File: src/pfb_pkg.sv
package pfb_pkg;

  // geometry
  localparam int BRANCHES = 1024;
  localparam int TAPS     = 16;

  // word field widths
  localparam int BRANCH_W    = 10;
  localparam int TAP_FIELD_W = 4;
  localparam int COEF_W      = 18;
  localparam int SAMPLE_W    = 24;
  localparam int OUT_W       = 46;

  localparam int ADDR_W = $clog2(BRANCHES);
  localparam int TAP_W  = $clog2(TAPS);
  localparam int FRM_W  = $clog2(TAPS);

  // adder tree: groups of four products, then one final add
  localparam int PROD_W    = SAMPLE_W + COEF_W;
  localparam int GROUP     = 4;
  localparam int GROUPS    = (TAPS + GROUP - 1) / GROUP;
  localparam int GRP_W     = PROD_W + $clog2(GROUP);
  localparam int SUM_RAW_W = GRP_W + $clog2(GROUPS) + 1;
  localparam int SUM_W     = (SUM_RAW_W > OUT_W) ? SUM_RAW_W : OUT_W;

  // result queue
  localparam int FIFO_DEPTH = 8;
  localparam int FIFO_AW    = $clog2(FIFO_DEPTH);
  localparam int CNT_W      = $clog2(FIFO_DEPTH + 1);

  localparam logic KIND_COEF   = 1'b0;
  localparam logic KIND_SAMPLE = 1'b1;

  typedef logic signed [SAMPLE_W-1:0] sample_t;
  typedef logic signed [COEF_W-1:0]   coef_t;
  typedef sample_t [TAPS-1:0]         dly_row_t;
  typedef coef_t   [TAPS-1:0]         coef_row_t;

  typedef struct packed {
    logic              en;
    logic [ADDR_W-1:0] addr;
    dly_row_t          data;
  } dly_wr_t;

  typedef struct packed {
    logic              en;
    logic [ADDR_W-1:0] addr;
    logic [TAP_W-1:0]  lane;
    coef_t             data;
  } coef_wr_t;

  typedef struct packed {
    logic signed [OUT_W-1:0] filtered;
    logic [BRANCH_W-1:0]     branch;
  } res_t;

endpackage

File: src/pfb_out_fifo.sv
module pfb_out_fifo (
  input  logic          clk,
  input  logic          rst_n,
  input  logic          push,
  input  pfb_pkg::res_t push_data,
  input  logic          pop,
  output logic          valid,
  output pfb_pkg::res_t data
);

  pfb_pkg::res_t               slot_r [pfb_pkg::FIFO_DEPTH];
  logic [pfb_pkg::FIFO_AW-1:0] wr_ptr_r, rd_ptr_r;
  logic [pfb_pkg::CNT_W-1:0]   count_r;

  // never overfilled: upstream holds credit for every word in flight
  always_ff @(posedge clk) begin
    if (!rst_n) begin
      wr_ptr_r <= '0;
      rd_ptr_r <= '0;
      count_r  <= '0;
    end else begin
      if (push) begin
        wr_ptr_r <= wr_ptr_r + 1'b1;
      end
      if (pop) begin
        rd_ptr_r <= rd_ptr_r + 1'b1;
      end
      unique case ({push, pop})
        2'b10:   count_r <= count_r + 1'b1;
        2'b01:   count_r <= count_r - 1'b1;
        default: count_r <= count_r;
      endcase
    end
  end

  always_ff @(posedge clk) begin
    if (push) begin
      slot_r[wr_ptr_r] <= push_data;
    end
  end

  assign valid = (count_r != '0);
  assign data  = slot_r[rd_ptr_r];

endmodule

File: config.mk
export PLATFORM = sky130hd
export DESIGN_NAME = pfb_out_fifo
export DESIGN_NICKNAME = d
export VERILOG_FILES = /design/src/pfb_pkg.sv /design/src/pfb_out_fifo.sv
export SDC_FILE = /design/constraint.sdc
export NUM_CORES = 1
export LEC_CHECK = 0
export ABC_CLOCK_PERIOD_IN_PS = 7100
export BUFFER_PORTS_ARGS = -buffer_cell sky130_fd_sc_hd__buf_2
export CORE_AREA = 2 2 227 229
export CTS_CLUSTER_DIAMETER = 60
export CTS_CLUSTER_SIZE = 8
export DETAILED_ROUTE_END_ITERATION = 8
export DIE_AREA = 0 0 229 231
export GPL_TIMING_DRIVEN = 0
export PLACE_DENSITY = 0.49
export SLEW_MARGIN = 20
export SYNTH_ARGS = -nofsm -noshare
export SYNTH_HDL_FRONTEND = slang
export SYNTH_SLANG_ARGS = --single-unit
File: constraint.sdc
create_clock -name clk -period 7.1 [get_ports clk]
set_input_delay 1.42 -clock clk [delete_from_list [all_inputs] [get_ports clk]]
set_output_delay 1.42 -clock clk [all_outputs]
set_load 0.005 [all_outputs]
==> summary.txt <==
Count of hold buffers inserted by post-cts repair: 0
Resized cells post-CTS: 0
Setup repair after global routing missed its margin: no
Post-route ant nets: 0
Critical path start-end classification: reg2out
Global-route wire length before repair: 55.73 mm
Critical path peak fanout: 10
Most frequent standard cell in the layout excluding fill and tap cells: edfxtp_1
Top post-synthesis cells by area: edfxtp_1, mux4_2, mux2_2
Placed wire-length estimate: 23.55 mm
Peak per-stage delay on the critical path: 700 ps
Slew Viols, Final: 0
Crit. End Element: output pin
Most used cell, CP: clkbuf_1
Number of standard cells after synthesis: 716
Number of setup violations in the final report: 0
Synth Register Bits: 461
Total die area: 52900 um2
Clock net sink count: 461
Worst-case headroom to the max-slew limit: 0.3942
Max_cap viols: 0
Pin count of the biggest net entering global routing: 19
Fmax: 0.2332 GHz
Count of H-tree levels built during CTS: 3
Mux contribution to synthesized area: 0.1837
Count of vias placed by the detailed router: 7889
Max VDD drop: 146.5 uV
Wire length reported by the detailed router: 37.59 mm
Count of synthesis-stage warnings from yosys: 0
Total routing resource utilization after global routing: 0.1450
Starting density of the core: 0.3441
Iteration count of the initial detailed-routing pass: 5
Adder and majority cell fraction of the synthesized area: 0.003587
Initial antenna violation count: 4
Ports: 117
Residual DRC: 0
Cell area after synthesis: 17440 um2
Data required, critical path: 5680 ps
Share of synthesized area occupied by flip-flops and latches: 0.7863
Cell type with the largest total area after synthesis: edfxtp_1
Distinct cell type count of the synthesized netlist: 27
Buffer type at the clock tree root: clkbuf_16
Number of nets in the layout: 1003
Clock latency on the worst-skew pair: 560 ps
Number of CTS-inserted buffers: 68
Placement Rows: 83
Avg Cell Area, Syn: 24.36 um2
Layout overhead on the synthesized area: 22.75%
Routed length per placed instance: 22.82 um
Core Area: 50680 um2
Starting DRT DRC Count: 523
Final total negative setup slack: 0 ps
Post-CTS Setup Bufs: 0
Setup slack of the worst register-to-register path: 4920 ps
Top library cells by usage in the layout, fill and taps aside: edfxtp_1, buf_2, mux4_2
Reg clk slew, reported paths: 50 ps
Static Leak: 6.897 nW
Max stage delay cell, worst path: clkbuf_1
Power Dens Cells: 301.7 nW/um2
Final hold violation count: 0
Overall overflow remaining after global route: 0
Via count normalized by instance count: 4.790
Buffer levels on the longest clock path: 3
Final worst-path cycle share: 0.6039
Quantity of I/O buffers inserted on ports: 116
Post-Syn Nets: 781
Tightest Hold Check Type: reg2reg
Layout cells sized above 1: 0.4315
Slew at the pin closest to its max-slew limit: 908.7 ps
Number of global-route vias before repair: 8423
Worst slack on hold paths: 471.2 ps
Cell-by-cell trace of the critical path: clkbuf_1 -> clkbuf_1 -> mux2_2 -> buf_2
Global placer's final weighted congestion: 0.6705
WP data arrival: 2870 ps
Die height: 231 um
CTS tree: yes
Simple-Gate Fraction of Synth Area: 0.009398
Minimum period implied by the final worst setup slack: 4288 ps
Run status: finished, final reports clean
Clock skew after layout: 11.12 ps
Die outline width: 229 um
Compound-Gate Fraction of Synth Area: 0.002009
Dominant combinational cell family by area after synthesis: multiplexers
Share of the synthesized netlist area taken by xor and xnor gates: 0.003515
Area share of the largest cell type after synthesis: 0.7714
Kind of start point of the critical path: flip-flop
-- cells in the mapped netlist, drive strengths merged --
cell / count
or3: 1
inv: 1
and2: 6
a21boi: 1
a41oi: 1
mux2: 57
xnor2: 3
mux4: 112
or4: 1
nor2b: 3
nor3: 3
nor2: 6
buf: 21
nand2b: 4
clkbuf: 12
dfxtp: 13
nor4b: 1
mux2i: 4
a21oi: 1
o41ai: 1
nand2: 6
edfxtp: 448
xor2: 4
ha: 5
o21ai: 1
-- report_power, final --
part / leakage, nW / internal (W) / switching, W / total (W)
clock network: 0.910 / 0.00179 / 0.00107 / 0.00286
logic: 1.81 / 0.000258 / 0.000254 / 0.000512
registers: 4.18 / 0.00307 / 0.0000200 / 0.00309
-- flip-flops by register name, summed over array words and instances, names as in the netlist, named ones only --
name and flops:
rd_ptr_r 3, count_r 4, slot_r 448, wr_ptr_r 3
-- layer usage --
layer	GRT usage	wire, um
met3	0.03903	1985
met1	0.2015	17320
met5	0	27
met2	0.2256	17570
met4	0.04058	683
-- worst max-delay path: cells and delay by family (launching register included) --
kind / cells / cell delay, ps
multiplexers: 1 / 460
buffers and inverters: 3 / 1530
flip-flops: 1 / 320
-- layout make-up --
cell class | count | area [um2]
fillers | 4472 | 29270
flip-flops and latches | 461 | 13710
repair buffers | 152 | 1170
clock inverters | 3 | 25.02
diodes | 3 | 7.507
clock buffers | 93 | 1859
inverters | 1 | 3.754
multi-input cells | 221 | 3582
plain buffers | 33 | 196.4
well taps | 680 | 850.8
-- through the flow --
| stage | worst slack [ps] | instance area, um2 | power [W] | std cells | utilization |
|---|---|---|---|---|---|
| global placement | -3932 | 18870 | 0.003654 | 1512 | 0.3724 |
| floorplan | 1232 | 17440 | 0.003438 | 716 | - |
| detailed placement | 3253 | 19520 | 0.003669 | 1548 | 0.3851 |
| finish | 2812 | 21410 | 0.006460 | 1647 | 0.4224 |
| CTS | 2635 | 21400 | 0.006564 | 1644 | 0.4223 |
| global route | 2604 | 21400 | 0.006711 | 1644 | 0.4223 |
-- kinds of logic (layout without fill, tap and decap cells) --
logic type               Yosys count  count (layout)
buffers and inverters             34             282
XOR/XNOR                           7               7
other                              0               3
adder cells (fa/ha/maj)            5               5
multiplexers                     173             173
AO/OA/AOI/OAI                      5               5
flip-flops                       461             461
AND/OR/NAND/NOR                   31              31
-- path summary, 6_finish.rpt --
path,endpoint,cells past startpoint,startpoint
min,count_r[3],2,count_r[3]
min reg2reg,count_r[3],2,count_r[3]
max reg2reg,slot_r[4][47],6,wr_ptr_r[2]
max,data[18],4,flip-flop
Power figures use the tool's default switching activity.
